File: config.mk
export PLATFORM = sky130hd
export DESIGN_NAME = i2c_register_write_master_core
export DESIGN_NICKNAME = d
export VERILOG_FILES = /design/src/design/i2crw_pkg.sv /design/src/design/i2crw_seq.sv /design/src/design/i2c_register_write_master_core.sv
export SDC_FILE = /design/constraint.sdc
export NUM_CORES = 1
export LEC_CHECK = 0
export BUFFER_PORTS_ARGS = -buffer_cell sky130_fd_sc_hd__buf_4
export CAP_MARGIN = 20
export CORE_UTILIZATION = 60
export DETAILED_ROUTE_END_ITERATION = 8
export MAX_ROUTING_LAYER = met4
export PLACE_DENSITY = 0.86
export SLEW_MARGIN = 5
export SYNTH_ARGS = -nofsm -noshare
export SYNTH_HDL_FRONTEND = slang
export SYNTH_SLANG_ARGS = --single-unit
File: constraint.sdc
create_clock -name clk_i -period 5.4 [get_ports clk_i]
set_input_delay 1.08 -clock clk_i [delete_from_list [all_inputs] [get_ports clk_i]]
set_output_delay 1.08 -clock clk_i [all_outputs]
set_load 0.02 [all_outputs]
File: src/design/i2crw_pkg.sv
package i2crw_pkg;

  localparam int unsigned DelayBits = 16;
  localparam int unsigned CfgWidth  = 16;
  localparam int unsigned CfgIdxW   = 2;

  localparam logic [CfgIdxW-1:0] CfgDevAddr    = 2'd0;
  localparam logic [CfgIdxW-1:0] CfgDataDelay  = 2'd1;
  localparam logic [CfgIdxW-1:0] CfgClockDelay = 2'd2;

  localparam logic [7:0]           DevAddrReset    = 8'hC0;
  localparam logic [CfgWidth-1:0]  DataDelayReset  = 16'd4;
  localparam logic [CfgWidth-1:0]  ClockDelayReset = 16'd4;

  typedef logic [DelayBits-1:0] hold_t;

  typedef struct packed {
    logic       start_req;
    logic [7:0] target_reg;
    logic [7:0] data;
  } item_t;

  typedef struct packed {
    logic [7:0]          dev_addr;
    logic [CfgWidth-1:0] data_delay;
    logic [CfgWidth-1:0] clock_delay;
  } cfg_t;

  typedef struct packed {
    logic done_res;
    logic busy_res;
    logic sda;
    logic scl;
  } res_t;

endpackage

File: src/design/i2crw_seq.sv
module i2crw_seq (
  input  logic           clk_i,
  input  logic           rst_ni,
  input  logic           step_i,
  input  i2crw_pkg::item_t item_i,
  input  i2crw_pkg::cfg_t  cfg_i,
  output i2crw_pkg::res_t  res_o
);

  typedef enum logic [2:0] {
    PH_IDLE  = 3'd0,
    PH_START = 3'd1,
    PH_BIT   = 3'd2,
    PH_ACK   = 3'd3,
    PH_STOP  = 3'd4
  } phase_e;

  phase_e             phase_q, phase_d;
  logic [1:0]         step_q, step_d;
  logic [3:0]         bit_q, bit_d;
  logic [1:0]         byte_q, byte_d;
  logic [7:0]         shift_q, shift_d;
  logic [15:0]        held_q, held_d;
  i2crw_pkg::hold_t   hold_q, hold_d;
  logic               scl_q, scl_d;
  logic               sda_q, sda_d;
  logic               busy, done;
  logic               enter;
  logic               clk_kind;
  i2crw_pkg::hold_t   dly_data, dly_clock;

  always_comb begin
    dly_data  = cfg_i.data_delay[i2crw_pkg::DelayBits-1:0];
    dly_clock = cfg_i.clock_delay[i2crw_pkg::DelayBits-1:0];
    if (dly_data == '0) dly_data = i2crw_pkg::hold_t'(1);
    if (dly_clock == '0) dly_clock = i2crw_pkg::hold_t'(1);
  end

  always_comb begin
    phase_d  = phase_q;
    step_d   = step_q;
    bit_d    = bit_q;
    byte_d   = byte_q;
    shift_d  = shift_q;
    held_d   = held_q;
    hold_d   = hold_q;
    scl_d    = scl_q;
    sda_d    = sda_q;
    busy     = 1'b0;
    done     = 1'b0;
    enter    = 1'b0;
    clk_kind = 1'b0;

    case (phase_q)
      PH_START, PH_BIT, PH_ACK, PH_STOP: ;
      default: phase_d = PH_IDLE;
    endcase

    if (phase_d == PH_IDLE && item_i.start_req) begin
      held_d  = {item_i.target_reg, item_i.data};
      shift_d = cfg_i.dev_addr;
      phase_d = PH_START;
      step_d  = 2'd0;
      bit_d   = 4'd0;
      byte_d  = 2'd0;
      sda_d   = 1'b1;
      hold_d  = dly_data;
    end

    res_o.scl = scl_d;
    res_o.sda = sda_d;

    if (phase_d != PH_IDLE) begin
      busy = 1'b1;
      if (hold_d != '0) hold_d = hold_d - i2crw_pkg::hold_t'(1);
      if (hold_d == '0) begin
        enter = 1'b1;
        case (phase_d)
          PH_START: begin
            if (step_d < 2'd3) begin
              step_d = step_d + 2'd1;
            end else begin
              phase_d = PH_BIT;
              step_d  = 2'd0;
              bit_d   = 4'd0;
              byte_d  = 2'd0;
            end
          end
          PH_BIT: begin
            if (step_d < 2'd2) begin
              step_d = step_d + 2'd1;
            end else begin
              shift_d = {shift_d[6:0], 1'b0};
              bit_d   = bit_d + 4'd1;
              step_d  = 2'd0;
              if (bit_d >= 4'd8) phase_d = PH_ACK;
            end
          end
          PH_ACK: begin
            if (step_d < 2'd2) begin
              step_d = step_d + 2'd1;
            end else begin
              step_d = 2'd0;
              byte_d = byte_d + 2'd1;
              if (byte_d == 2'd3) begin
                phase_d = PH_STOP;
              end else begin
                shift_d = (byte_d == 2'd1) ? held_d[15:8] : held_d[7:0];
                bit_d   = 4'd0;
                phase_d = PH_BIT;
              end
            end
          end
          default: begin
            if (step_d < 2'd2) begin
              step_d = step_d + 2'd1;
            end else begin
              phase_d = PH_IDLE;
              step_d  = 2'd0;
              hold_d  = '0;
              enter   = 1'b0;
              done    = 1'b1;
            end
          end
        endcase

        if (enter) begin
          case (phase_d)
            PH_START: begin
              case (step_d)
                2'd0: sda_d = 1'b1;
                2'd1: begin
                  scl_d    = 1'b1;
                  clk_kind = 1'b1;
                end
                2'd2: sda_d = 1'b0;
                default: scl_d = 1'b0;
              endcase
            end
            PH_BIT, PH_ACK: begin
              case (step_d)
                2'd0: sda_d = (phase_d == PH_BIT) ? shift_d[7] : 1'b0;
                2'd1: begin
                  scl_d    = 1'b1;
                  clk_kind = 1'b1;
                end
                default: scl_d = 1'b0;
              endcase
            end
            default: begin
              case (step_d)
                2'd0: sda_d = 1'b0;
                2'd1: begin
                  scl_d    = 1'b1;
                  clk_kind = 1'b1;
                end
                default: sda_d = 1'b1;
              endcase
            end
          endcase
          hold_d = clk_kind ? dly_clock : dly_data;
        end
      end
    end

    res_o.busy_res = busy;
    res_o.done_res = done;
  end

  always_ff @(posedge clk_i or negedge rst_ni) begin
    if (!rst_ni) begin
      phase_q <= PH_IDLE;
      step_q  <= 2'd0;
      bit_q   <= 4'd0;
      byte_q  <= 2'd0;
      shift_q <= 8'd0;
      held_q  <= 16'd0;
      hold_q  <= '0;
      scl_q   <= 1'b1;
      sda_q   <= 1'b1;
    end else if (step_i) begin
      phase_q <= phase_d;
      step_q  <= step_d;
      bit_q   <= bit_d;
      byte_q  <= byte_d;
      shift_q <= shift_d;
      held_q  <= held_d;
      hold_q  <= hold_d;
      scl_q   <= scl_d;
      sda_q   <= sda_d;
    end
  end

  a_done_busy : assert property (@(posedge clk_i) disable iff (!rst_ni)
    res_o.done_res |-> res_o.busy_res)
    else $error("done without busy");

  a_done_lines_high : assert property (@(posedge clk_i) disable iff (!rst_ni)
    res_o.done_res |-> (res_o.scl && res_o.sda))
    else $error("stop finished with a line low");

  a_bit_range : assert property (@(posedge clk_i) disable iff (!rst_ni)
    (phase_q == PH_BIT) |-> (bit_q < 4'd8))
    else $error("bit index out of range");

  a_idle_lines_high : assert property (@(posedge clk_i) disable iff (!rst_ni)
    (phase_q == PH_IDLE) |-> (scl_q && sda_q))
    else $error("idle with a line low");

  a_done_to_idle : assert property (@(posedge clk_i) disable iff (!rst_ni)
    (step_i && res_o.done_res) |=> (phase_q == PH_IDLE))
    else $error("sequencer not idle after stop");

endmodule

File: src/design/i2c_register_write_master_core.sv
// Write-only I2C register-write master, advanced one item per timing tick.
// Input stream: each item is one tick. tuser carries start_req; tdata carries
// the register byte and data. A start request while idle latches both bytes
// and the device address, then the core sends start, device address, register,
// data (each followed by a self-driven low ACK slot) and stop. Requests
// arriving while busy are dropped.
// Output stream: one item per input item with the SCL/SDA levels for that
// tick and busy_res over the whole transaction; tlast (done_res) marks its
// last tick.
// Configuration: cfg_we_i writes register cfg_idx_i (device address at 0,
// data delay at 1, clock delay at 2) from cfg_data_i; write only while idle.
// Pipeline: an accepted item passes the input register and then the result
// register; one item is taken every cycle unless the receiver stalls.
// Reset: both lines high, sequencer idle, registers at their defaults.
// Receiver stall: the result register holds and the input register stops
// accepting once it is full; the sequencer only advances on a moved item.
module i2c_register_write_master_core (
  input  logic                               clk_i,
  input  logic                               rst_ni,
  input  logic                               s_axis_tvalid,
  output logic                               s_axis_tready,
  input  logic [15:0]                        s_axis_tdata,  // target_reg, data
  input  logic                               s_axis_tuser,  // start_req
  output logic                               m_axis_tvalid,
  input  logic                               m_axis_tready,
  output logic [7:0]                         m_axis_tdata,  // scl, sda, busy_res, 0
  output logic                               m_axis_tlast,  // done_res
  input  logic                               cfg_we_i,
  input  logic [i2crw_pkg::CfgIdxW-1:0]      cfg_idx_i,
  input  logic [i2crw_pkg::CfgWidth-1:0]     cfg_data_i
);

  i2crw_pkg::cfg_t  cfg_q;
  i2crw_pkg::item_t in_q;
  logic             in_valid_q;
  i2crw_pkg::res_t  res;
  i2crw_pkg::res_t  out_q;
  logic             out_valid_q;
  logic             adv;
  logic             fire;

  assign adv           = !out_valid_q || m_axis_tready;
  assign fire          = in_valid_q && adv;
  assign s_axis_tready = !in_valid_q || adv;

  always_ff @(posedge clk_i or negedge rst_ni) begin
    if (!rst_ni) begin
      cfg_q.dev_addr    <= i2crw_pkg::DevAddrReset;
      cfg_q.data_delay  <= i2crw_pkg::DataDelayReset;
      cfg_q.clock_delay <= i2crw_pkg::ClockDelayReset;
    end else if (cfg_we_i) begin
      case (cfg_idx_i)
        i2crw_pkg::CfgDevAddr:    cfg_q.dev_addr    <= cfg_data_i[7:0];
        i2crw_pkg::CfgDataDelay:  cfg_q.data_delay  <= cfg_data_i;
        i2crw_pkg::CfgClockDelay: cfg_q.clock_delay <= cfg_data_i;
        default: ;
      endcase
    end
  end

  always_ff @(posedge clk_i or negedge rst_ni) begin
    if (!rst_ni) begin
      in_valid_q <= 1'b0;
    end else if (s_axis_tready) begin
      in_valid_q <= s_axis_tvalid;
    end
  end

  always_ff @(posedge clk_i) begin
    if (s_axis_tready && s_axis_tvalid) begin
      in_q.start_req  <= s_axis_tuser;
      in_q.target_reg <= s_axis_tdata[7:0];
      in_q.data       <= s_axis_tdata[15:8];
    end
  end

  i2crw_seq u_seq (
    .clk_i  (clk_i),
    .rst_ni (rst_ni),
    .step_i (fire),
    .item_i (in_q),
    .cfg_i  (cfg_q),
    .res_o  (res)
  );

  always_ff @(posedge clk_i or negedge rst_ni) begin
    if (!rst_ni) begin
      out_valid_q <= 1'b0;
    end else if (adv) begin
      out_valid_q <= in_valid_q;
    end
  end

  always_ff @(posedge clk_i) begin
    if (fire) begin
      out_q <= res;
    end
  end

  assign m_axis_tvalid = out_valid_q;
  assign m_axis_tdata  = {5'b00000, out_q.busy_res, out_q.sda, out_q.scl};
  assign m_axis_tlast  = out_q.done_res;

endmodule
**Yosys cells after proc, flatten, opt, wreduce, memory -nomap -nowiden**

Cells that the tools add are included.

- Word-level logic and storage cells: 151
- Register bits after elaboration: 116
- Output and inout bits: 11

- Muxes and demuxes: 78
- Magnitude comparators: 3
- Eq/ne operators: 18
- Reduce and logical (&&, ||, !) cells: 25
- Bitwise operators: 2
- Add/sub/neg operators: 4

Operator list:

| cell | number |
|---|---|
| two-way mux 16 bit | 12 |
| two-way mux 8 bit | 7 |
| logical NOT 16 bit | 3 |
| two-way mux 3 bit | 12 |
| two-way mux 4 bit | 7 |
| two-way mux 2 bit | 13 |
| == test 3 x 2 -> 1 bit (second input constant) | 6 |
| two-way mux 1 bit | 17 |
| one-hot mux 8 bit (2 select lines) | 1 |
| nonzero test 16 bit | 1 |
| subtractor 16 x 1 -> 16 bit (second input constant) | 1 |
| one-hot mux 1 bit (2 select lines) | 6 |
| one-hot mux 4 bit (3 select lines) | 1 |
| == test 3 x 1 -> 1 bit (second input constant) | 3 |
| one-hot mux 3 bit (3 select lines) | 1 |
| AND reduction 7 bit | 1 |
| == test 2 x 1 -> 1 bit (second input constant) | 3 |
| == test 2 bit (second input constant) | 3 |
| AND reduction 2 bit | 3 |
| nonzero test 3 bit | 2 |
| OR reduction 5 bit | 1 |
| adder 2 x 1 -> 2 bit (second input constant) | 2 |
| adder 4 x 1 -> 4 bit (second input constant) | 1 |
| >= comparator 4 bit (second input constant) | 1 |
| other kinds (13) | 22 |

**Depth between registers and ports, before layout**

Gate-level depths: netlist of run 1.

- Word-level depth: 21
- Mapped depth: 19
- Depth with buffers taken out: 15

**By module**

A second synthesis of run 1 with hierarchy kept.

- Cell total of the unflattened synthesis: 679
- Area total of the unflattened synthesis: 6930.4 µm²

By module, submodules not included:

| module | instances | cells an instance | area an instance (µm²) |
|---|---|---|---|
| i2crw_seq | 1 | 559 | 4639.4 |
| i2c_register_write_master_core | 1 | 120 | 2290.9 |

**Worst setup path after synthesis of run 1**

No wires, ideal clock.

- Path kind: reg-to-reg
- Start point: register u_seq.phase_q[2]
- End point: register u_seq.byte_q[1]
- Period minus slack after synthesis: 4.647 ns
- Library setup time: 0.124 ns
- Buffers on the path: 4
- Setup slack: 0.753 ns
- Stages on the path, launching flop included: 18
- Arrival time: 4.523 ns
- Cells stage by stage: dfrtp_1 -> buf_6 -> or4b_4 -> buf_6 -> nand2_1 -> clkbuf_1 -> clkbuf_1 -> o21ai_0 -> ha_1 -> inv_1 -> a211o_1 -> o22a_1 -> o21ai_2 -> or3_4 -> a211oi_4 -> nand4_2 -> o21a_1 -> a211o_1

- Word-level cells in the longest chain between the ends: 12
- Elaborated cells between the ends (all ways): 28

RTL lines:

| item | line | text |
|---|---|---|
| from (decl) | i2crw_seq.sv:18 | `phase_e phase_q, phase_d;` |
| from (signal assigned) | i2crw_seq.sv:182 | `phase_q <= phase_d;` |
| == test 3 x 1 -> 1 bit (tied with other cells) | i2crw_seq.sv:54 | `case (phase_q)` |
| OR reduction 4 bit | i2crw_seq.sv:54 |  |
| two-way mux 3 bit (*) | i2crw_seq.sv:54 |  |
| logical NOT 3 bit | i2crw_seq.sv:59 | `if (phase_d == PH_IDLE && item_i.start_req) begin` |
| logical AND 1 bit | i2crw_seq.sv:59 |  |
| two-way mux 16 bit | i2crw_seq.sv:59 |  |
| subtractor 16 x 1 -> 16 bit or nonzero test 16 bit (tied branches) | i2crw_seq.sv:75 | `if (hold_d != '0) hold_d = hold_d - i2crw_pkg::hold_t'(1);` |
| two-way mux 16 bit | i2crw_seq.sv:75 |  |
| two-way mux 16 bit | i2crw_seq.sv:73 | `if (phase_d != PH_IDLE) begin` |
| logical NOT 16 bit | i2crw_seq.sv:76 | `if (hold_d == '0) begin` |
| two-way mux 2 bit | i2crw_seq.sv:76 |  |
| two-way mux 2 bit (*) | i2crw_seq.sv:73 |  |
| to (signal assigned) | i2crw_seq.sv:185 | `byte_q <= byte_d;` |
| to (decl) | i2crw_seq.sv:21 | `logic [1:0] byte_q, byte_d;` |

Mark *: on every way between the ends. The rest lies on a longest branch, timed or not. The select of a mux whose other input is x is not followed.
A chain may end at the register's enable or synchronous reset.

**Worst setup path in the final report of run 1**

- Start point: register u_seq.phase_q[0]
- End point: register u_seq.hold_q[1]

- Word-level cells in the longest chain between the ends: 20
- Elaborated cells between the ends (all ways): 44

RTL lines:

| item | line | text |
|---|---|---|
| == test 3 x 1 -> 1 bit (tied with other cells) | i2crw_seq.sv:54 |  |
| OR reduction 4 bit | i2crw_seq.sv:54 |  |
| two-way mux 3 bit (*) | i2crw_seq.sv:54 |  |
| logical NOT 3 bit | i2crw_seq.sv:59 |  |
| logical AND 1 bit | i2crw_seq.sv:59 |  |
| two-way mux 2 bit | i2crw_seq.sv:59 |  |
| adder 2 x 1 -> 2 bit (tied with other cells) | n/a |  |
| two-way mux 2 bit, on equally long branches | n/a |  |
| [4 not listed] | n/a |  |
| two-way mux 1 bit | i2crw_seq.sv:130, i2crw_seq.sv:141, i2crw_seq.sv:151 |  |
| two-way mux 1 bit | i2crw_seq.sv:127 | `if (enter) begin` |
| two-way mux 1 bit | i2crw_seq.sv:76 |  |
| two-way mux 1 bit | i2crw_seq.sv:73 |  |
| two-way mux 16 bit | i2crw_seq.sv:161 | `hold_d = clk_kind ? dly_clock : dly_data;` |
| two-way mux 16 bit | i2crw_seq.sv:127 |  |
| two-way mux 16 bit | i2crw_seq.sv:76 |  |
| two-way mux 16 bit (*) | i2crw_seq.sv:73 |  |
| to (signal assigned) | i2crw_seq.sv:188 | `hold_q <= hold_d;` |
| to (decl) | i2crw_seq.sv:24 | `i2crw_pkg::hold_t hold_q, hold_d;` |

Marked as above.

==> reports/qor_table.md, run 1 <==
| Item | Value | Unit |
|:---|:---|:---|
| Result of the run | complete, no violations | - |
| Footprint of the flip-flops and latches | 0.00302 | mm^2 |
| Number of sinks handled by clock tree synthesis | 116 | - |
| Share of the core filled with cells | 72.2 | % |
| Total gr overflow | 0 | - |
| Post-DRT Antenna Nets | 0 | - |
| Total power density per cell area | 494 | mW/mm^2 |
| Depth of the CTS H-tree | 4 | - |
| Longest individual stage delay on the worst path | 620 | ps |
| Class of the most critical hold timing path | reg2reg | - |
| Flip-flop and latch count after synthesis | 116 | - |
| Initial DRT Pass Iterations | 8 | - |
| Worst Setup Slack post-DPL | 625 | ps |
| Portion of total power attributed to combinational logic | 35.3 | % |
| Worst-path cell chain | o211ai_2 -> nand2_1 -> buf_4 -> o21ai_0 -> ha_1 -> inv_1 -> a211o_1 -> o22ai_2 -> o221ai_1 -> nor4b_4 -> nand3_2 -> or3_1 -> o21ai_1 | - |
| Setup TNS | 0 | ps |
| Root buffer selected by CTS | clkbuf_16 | - |
| Most used flip-flop cell after synthesis | dfrtp_1 | - |
| Part of the total power dissipated in the clock network | 28.5 | % |
| Internal power summed over all cells | 2.35 | mW |
| Filler Cell Count | 728 | - |
| Kind of cell adding the most delay to the critical path | compound AO/OA/AOI/OAI gates | - |
| Hold-fix buffers at CTS | 0 | - |
| Detailed-route via count | 6195 | - |
| Number of placed instances with taps included | 831 | - |
| Slowest cell on the critical path | dfrtp_1 | - |
| Total of buffers placed on input and output ports | 45 | - |
| Clock transition at the registers of the reported paths | 60 | ps |
| Number of nets in the final layout | 758 | - |
| Yosys warnings | 0 | - |
| Flop2flop setup slack | 360 | ps |
| Worst Setup Slack, final | 365 | ps |
| Total global-route track usage | 41.2 | % |
| Wire length of the first global-routing pass | 34500 | um |
| Number of violations reported at the end of detailed-routing iteration 0 | 965 | - |
| Vias in the first global route | 6109 | - |
| Number of enable flip-flop cells after synthesis | 21 | - |
| Fraction of final layout cells sized beyond drive strength 1 | 25.7 | % |
| Worst path required time | 5740 | ps |
| Total of endpoints with negative setup slack in the final report | 0 | - |
| Diodes inserted | 0 | - |
| Most frequent standard cell in the layout excluding fill and tap cells | dfrtp_1 | - |
| Final std cells w/o fill | 864 | - |
| Cell variety after synth | 80 | - |
| Number of cells upsized or downsized after cts | 0 | - |
| Switching part of the total power | 40.4 | % |
| Via density per instance | 7.17 | - |
| Cell area after synthesis | 0.00693 | mm^2 |
| Worst Tran Pin Value | 942 | ps |
| Unrepaired setup endpoints after global routing | no | - |
| # DRC | 0 | - |
| Detail-routed net length per standard cell | 26.0 | um |
| Effective utilization at floorplan | 62.8 | % |
| Data arrival time of the worst path | 5380 | ps |
| FMAX | 199 | MHz |
| Wire length reported by the detailed router | 22400 | um |
| Hold violation total from the final report | 0 | - |
| Worst Hold Slack | 468 | ps |
| I/O pin count | 51 | - |
| Max capacitance violation total | 0 | - |
| Instance area at placement | 0.00736 | mm^2 |
| Setup Buffers After CTS | 0 | - |
| RD Place Congestion | 0.985 | - |
| Slew margin rel. | 37.0 | % |
| Sequential power share | 36.2 | % |
| Number of antenna violations at the first check in global routing | 0 | - |
| WS Path Type | reg2reg | - |
| Commonest non-fill, non-tap cells in the layout | dfrtp_1, nand2_1, mux2_2 | - |
| Post-Route Skew | 11.9 | ps |
| CP Max Fanout | 20 | - |
| Area grow syn2layout | 15.0 | % |
| Total area of multi-input combinational cells | 0.00371 | mm^2 |
| Synthesized netlist cell count | 668 | - |
| Floorplan core area | 0.0110 | mm^2 |
| Clock latency reported for the late side of the worst-skew pair | 430 | ps |
| Clock period minus final worst setup slack | 5040 | ps |
| Maximum VDD drop | 432 | uV |
| Final critical-path share of the clock period | 93.2 | % |
| CTS buffer count | 17 | - |
| TritonCTS clock tree | built | - |
| X dimension of the die | 109 | um |
| Largest buffer count on any clock path | 2 | - |
| Endpoint kind of the worst setup timing path | register | - |
| Launching element type of the critical path | register | - |
| PnR Total Power | 3.94 | mW |
| Portion of the post-synthesis area used by sequential elements | 43.5 | % |
| Rows | 38 | - |
| Area enclosed by the die boundary | 0.0120 | mm^2 |
| Static leakage power | 3.30 | nW |
| Chip Height | 109 | um |
| Net Sw Power | 1.59 | mW |
| Design area | 0.00796 | mm^2 |
| Total count of max-transition violations in the final report | 0 | - |
| Avg Synthesized Cell Area | 10.4 | um^2 |
| HPWL after detailed placement | 14800 | um |
| Share of flip-flops with an asynchronous set or reset | 81.9 | % |
| CP Buf/Inv Count | 2 | - |
| Pin count of the biggest net entering global routing | 70 | - |
-- power by group through the flow --
stage	clock network [mW]	registers [mW]	logic, mW
final	1.12	1.42	1.39
after global routing	1.16	1.44	1.48
after CTS	1.13	1.40	1.34
after floorplan	0	1.28	0.993
after global placement	0	1.38	1.29
after detailed placement	0	1.40	1.31
-- path summary, 6_finish.rpt --
kind,from,end,depth (start not counted)
worst min register to register,u_seq.step_q[0],u_seq.step_q[0],2
worst max-delay path,u_seq.phase_q[0],u_seq.hold_q[1],13
min in group asynchronous,rst_ni,cfg_q[16],1
worst max register to register,u_seq.phase_q[0],u_seq.hold_q[1],13
max in group asynchronous,rst_ni,u_seq.scl_q,2
worst min-delay path,u_seq.step_q[0],u_seq.step_q[0],2
-- state kept, by name (all words and copies together), names as in the netlist, 3 cells and up --
signal	flops
m_axis_tdata	3
in_q	17
u_seq.hold_q	16
u_seq.shift_q	8
u_seq.phase_q	3
u_seq.bit_q	4
u_seq.held_q	16
cfg_q	40
-- final cells by class --
type,count,area share [%]
inverters,11,0.519
well taps,140,2.20
multi-input cells,507,46.6
flip-flops and latches,116,37.9
clock buffers,18,5.52
repair buffers,58,5.52
clock inverters,14,1.79
-- cells by family after synthesis --
group | after synthesis | synth area share [%]
xor gates and xnor gates | 7 | 0.885
adders and majority gates | 7 | 1.26
DFF | 116 | 43.5
and+or+nand+nor | 227 | 17.3
muxes | 107 | 17.6
buffers and inverters | 49 | 3.29
AOI/OAI and AO/OA | 154 | 16.0
other | 1 | 0.0541
-- routing by layer --
| metal | up-vias | share of wire (%) | global-route usage (%) |
|---|---|---|---|
| met5 | - | 0 | - |
| met4 | 0 | 2.9 | 17.7 |
| met3 | 67 | 11 | 12.8 |
| met2 | 458 | 46 | 59.9 |
| met1 | 3061 | 40 | 53.2 |
| li1 | 2609 | - | - |
-- cells in the mapped netlist, types with 8 or more instances --
master,n,area (um^2)
a21oi_1,31,155
clkbuf_1,22,82.6
dfrtp_1,89,2230
edfxtp_1,21,631
inv_1,9,33.8
mux2_2,60,676
mux2i_1,41,410
nand2_1,63,236
nand3_1,21,105
nand4_1,8,50.1
nor2_1,42,158
nor3_1,24,120
nor4_1,9,56.3
o211ai_1,16,120
o21ai_0,26,130
o21ai_1,8,40.0
or3_1,13,81.3
-- tightest hold or removal path, delay by kind of cell (launching register included) --
kind             cells  cell delay [ps]
DFF                  1              340
and+or+nand+nor      2              100
(Power assumes the default switching activity.)
==> run 2, diff against run 1 <==
Settings changed: ABC_AREA set to 1, SKIP_LAST_GASP set to 1.
==> reports/qor_table.md, run 2 <==
| Item | Value | Unit |
|:---|:---|:---|
| CTS buffer count | 17 | - |
| Result of the run | complete, no violations | - |
| Worst Tran Pin Value | 1050 | ps |
| X dimension of the die | 114 | um |
| Yosys warnings | 0 | - |
| Wire length reported by the detailed router | 21200 | um |
| Biggest regs | cfg_q (40), in_q (17) | - |
| Number of cells upsized or downsized after cts | 0 | - |
| CP Buf/Inv Count | 2 | - |
| Unrepaired setup endpoints after global routing | no | - |
| Pin count of the biggest net entering global routing | 81 | - |
| Most area-hungry cell type in the Yosys netlist | dfrtp_1 | - |
| Number of enable flip-flop cells after synthesis | 21 | - |
| Area grow syn2layout | 12.2 | % |
| Portion of total power attributed to combinational logic | 49.3 | % |
| WS Path Type | reg2reg | - |
| Commonest non-fill, non-tap cells in the layout | nand2_1, inv_1, o21ai_0 | - |
| Area enclosed by the die boundary | 0.0130 | mm^2 |
| Number of antenna violations at the first check in global routing | 0 | - |
| Clock transition at the registers of the reported paths | 60 | ps |
| Most frequent CP cell | nand2_1 | - |
| Hold violation total from the final report | 0 | - |
| Floorplan core area | 0.0121 | mm^2 |
| Total of buffers placed on input and output ports | 45 | - |
| Part of the total power dissipated in the clock network | 23.0 | % |
| Clock period minus final worst setup slack | 4020 | ps |
| Class of the most critical hold timing path | reg2reg | - |
| Largest buffer count on any clock path | 2 | - |
| Chip Height | 114 | um |
| HPWL after detailed placement | 14200 | um |
| Avg Synthesized Cell Area | 6.79 | um^2 |
| Cell variety after synth | 39 | - |
| Endpoint kind of the worst setup timing path | register | - |
| Final std cells w/o fill | 1316 | - |
| Fraction of final layout cells sized beyond drive strength 1 | 11.2 | % |
| Largest cells by area after synthesis | dfrtp_1, nand2_1, edfxtp_1 | - |
| Cell area after synthesis | 0.00752 | mm^2 |
| Flip-flop count of the largest register, all copies and words added | 40 | - |
| Final critical-path share of the clock period | 74.4 | % |
| Number of sinks handled by clock tree synthesis | 116 | - |
| Flip-flop and latch count after synthesis | 116 | - |
| Setup Buffers After CTS | 0 | - |
| Footprint of the flip-flops and latches | 0.00302 | mm^2 |
| Number of violations reported at the end of detailed-routing iteration 0 | 885 | - |
| Total of endpoints with negative setup slack in the final report | 0 | - |
| Total global-route track usage | 35.8 | % |
| Total area of multi-input combinational cells | 0.00379 | mm^2 |
| Root buffer selected by CTS | clkbuf_16 | - |
| Effective utilization at floorplan | 62.1 | % |
| Data arrival time of the worst path | 4380 | ps |
| Rows | 40 | - |
| Number of nets in the final layout | 1182 | - |
| Kind of cell adding the most delay to the critical path | simple AND/OR/NAND/NOR gates | - |
| CP Max Fanout | 24 | - |
| Sequential power share | 27.7 | % |
| PnR Total Power | 4.69 | mW |
| Share of flip-flops with an asynchronous set or reset | 81.9 | % |
| I/O pin count | 51 | - |
| Total gr overflow | 0 | - |
| RD Place Congestion | 1.01 | - |
| Via density per instance | 5.68 | - |
| Depth of the CTS H-tree | 4 | - |
| Setup TNS | 0 | ps |
| Total power density per cell area | 555 | mW/mm^2 |
| Post-DRT Antenna Nets | 0 | - |
| Clock latency reported for the late side of the worst-skew pair | 430 | ps |
| Share of the core filled with cells | 69.7 | % |
| # DRC | 0 | - |
| Launching element type of the critical path | register | - |
| Longest individual stage delay on the worst path | 510 | ps |
| Wire length of the first global-routing pass | 34700 | um |
| Worst path required time | 5760 | ps |
| Switching part of the total power | 47.3 | % |
| Portion of the post-synthesis area used by sequential elements | 40.1 | % |
| Number of placed instances with taps included | 1284 | - |
| Most used standard cell by instance count after synthesis | nand2_1 | - |
| Maximum VDD drop | 333 | uV |
| Net Sw Power | 2.22 | mW |
| Filler Cell Count | 1004 | - |
| Static leakage power | 4.36 | nW |
| Initial DRT Pass Iterations | 7 | - |
| Internal power summed over all cells | 2.47 | mW |
| Total count of max-transition violations in the final report | 0 | - |
| Slowest cell on the critical path | nor2_4 | - |
| Register with the highest flop count | cfg_q | - |
| FMAX | 249 | MHz |
| Top cells by instance count after synthesis | nand2_1, inv_1, o21ai_0 | - |
| Detailed-route via count | 7470 | - |
| Synthesized netlist cell count | 1107 | - |
| Post-Route Skew | 6.92 | ps |
| Vias in the first global route | 6959 | - |
| Max capacitance violation total | 0 | - |
| Worst Hold Slack | 481 | ps |
| Slew margin rel. | 29.7 | % |
| TritonCTS clock tree | built | - |
| Hold-fix buffers at CTS | 0 | - |
| Diodes inserted | 0 | - |
| Detail-routed net length per standard cell | 16.1 | um |
| Share of the synthesized area in the top cell type | 29.6 | % |
| Worst-path cell chain | inv_2 -> nand2_1 -> nand2_2 -> nor2_4 -> buf_4 -> o21ai_0 -> nor2_1 -> nand2_2 -> nor2_4 -> nand2_2 -> nand3_2 -> nand2_1 -> nor2_1 -> nand2_1 -> nor2_4 -> nand2_1 -> nand2_1 -> nand2_1 -> nand2_1 | - |
| Most used flip-flop cell after synthesis | dfrtp_1 | - |
| Most frequent standard cell in the layout excluding fill and tap cells | nand2_1 | - |
[run 2: changes by cell type in the layout (fill, tap and decap cells not counted), moves of 8 or more]
cell      change
nand2_1     +397
inv_1       +105
o21ai_0      +73
mux2_2       -60
mux2i_1      -28
nor2_1       +28
nor3_1       -23
nand3_1      +22
o211ai_1     -14
or3_1        -13
nand2_2      +11
nand4_1      +11
nor2_4        +8
[run 2: path summary, 6_finish.rpt]
check,from,endpoint,slack (ps),cells past startpoint
setup reg to reg,u_seq.phase_q[2],u_seq.hold_q[5],1380,19
max in group asynchronous,rst_ni,u_seq.hold_q[9],3650,2
min in group asynchronous,rst_ni,u_seq.held_q[9],630,1
hold / removal,u_seq.shift_q[6],u_seq.shift_q[6],480,2
setup / recovery,u_seq.phase_q[2],u_seq.hold_q[5],1380,19
hold reg to reg,u_seq.shift_q[6],u_seq.shift_q[6],480,2
[run 2: cells by family (layout without fill, tap and decap cells)]
logic type	count (synthesis)	in the layout	share of synthesized area, %
AOI/OAI and AO/OA	167	167	11.9
xor gates and xnor gates	2	2	0.233
adders and majority gates	7	7	1.16
buffers and inverters	170	207	9.75
DFF	116	116	40.1
muxes	13	13	1.73
other	1	5	0.0499
and+or+nand+nor	631	631	35.1
[run 2: tightest hold or removal path, cell delays in order, from the launching register on]
cell     delay [ps]
dfrtp_1         340
nand2_1          50
nand2_1          50
[run 2: layout make-up]
cell class	count	share of cell area, %
clock inverters	12	1.28
clock buffers	20	5.43
flip-flops and latches	116	35.7
repair buffers	53	4.72
inverters	122	5.43
well taps	168	2.49
multi-input cells	825	44.9
[run 2: per-layer routing]
metal / up-vias / wire (um) / GRT usage, %
met5: - / 0 / -
met4: 0 / 599 / 13.1
met3: 60 / 1910 / 6.54
met2: 399 / 9510 / 53.1
met1: 3436 / 9140 / 49.5
li1: 3575 / - / -
[run 2: power by group through the flow]
stage	combinational (mW)	sequential [mW]	clock, mW
after global routing	2.57	1.31	1.12
after floorplan	1.69	1.26	0
final	2.31	1.30	1.08
after detailed placement	2.21	1.29	0
after global placement	2.21	1.29	0
after CTS	2.25	1.29	1.08
[run 2: through the flow]
step / instance area (um^2) / worst slack, ps
final: 8440 / 1380
after global routing: 8440 / 946
after CTS: 8440 / 1450
after detailed placement: 7870 / 1490
after global placement: 7870 / 1500
after floorplan: 7540 / 2270
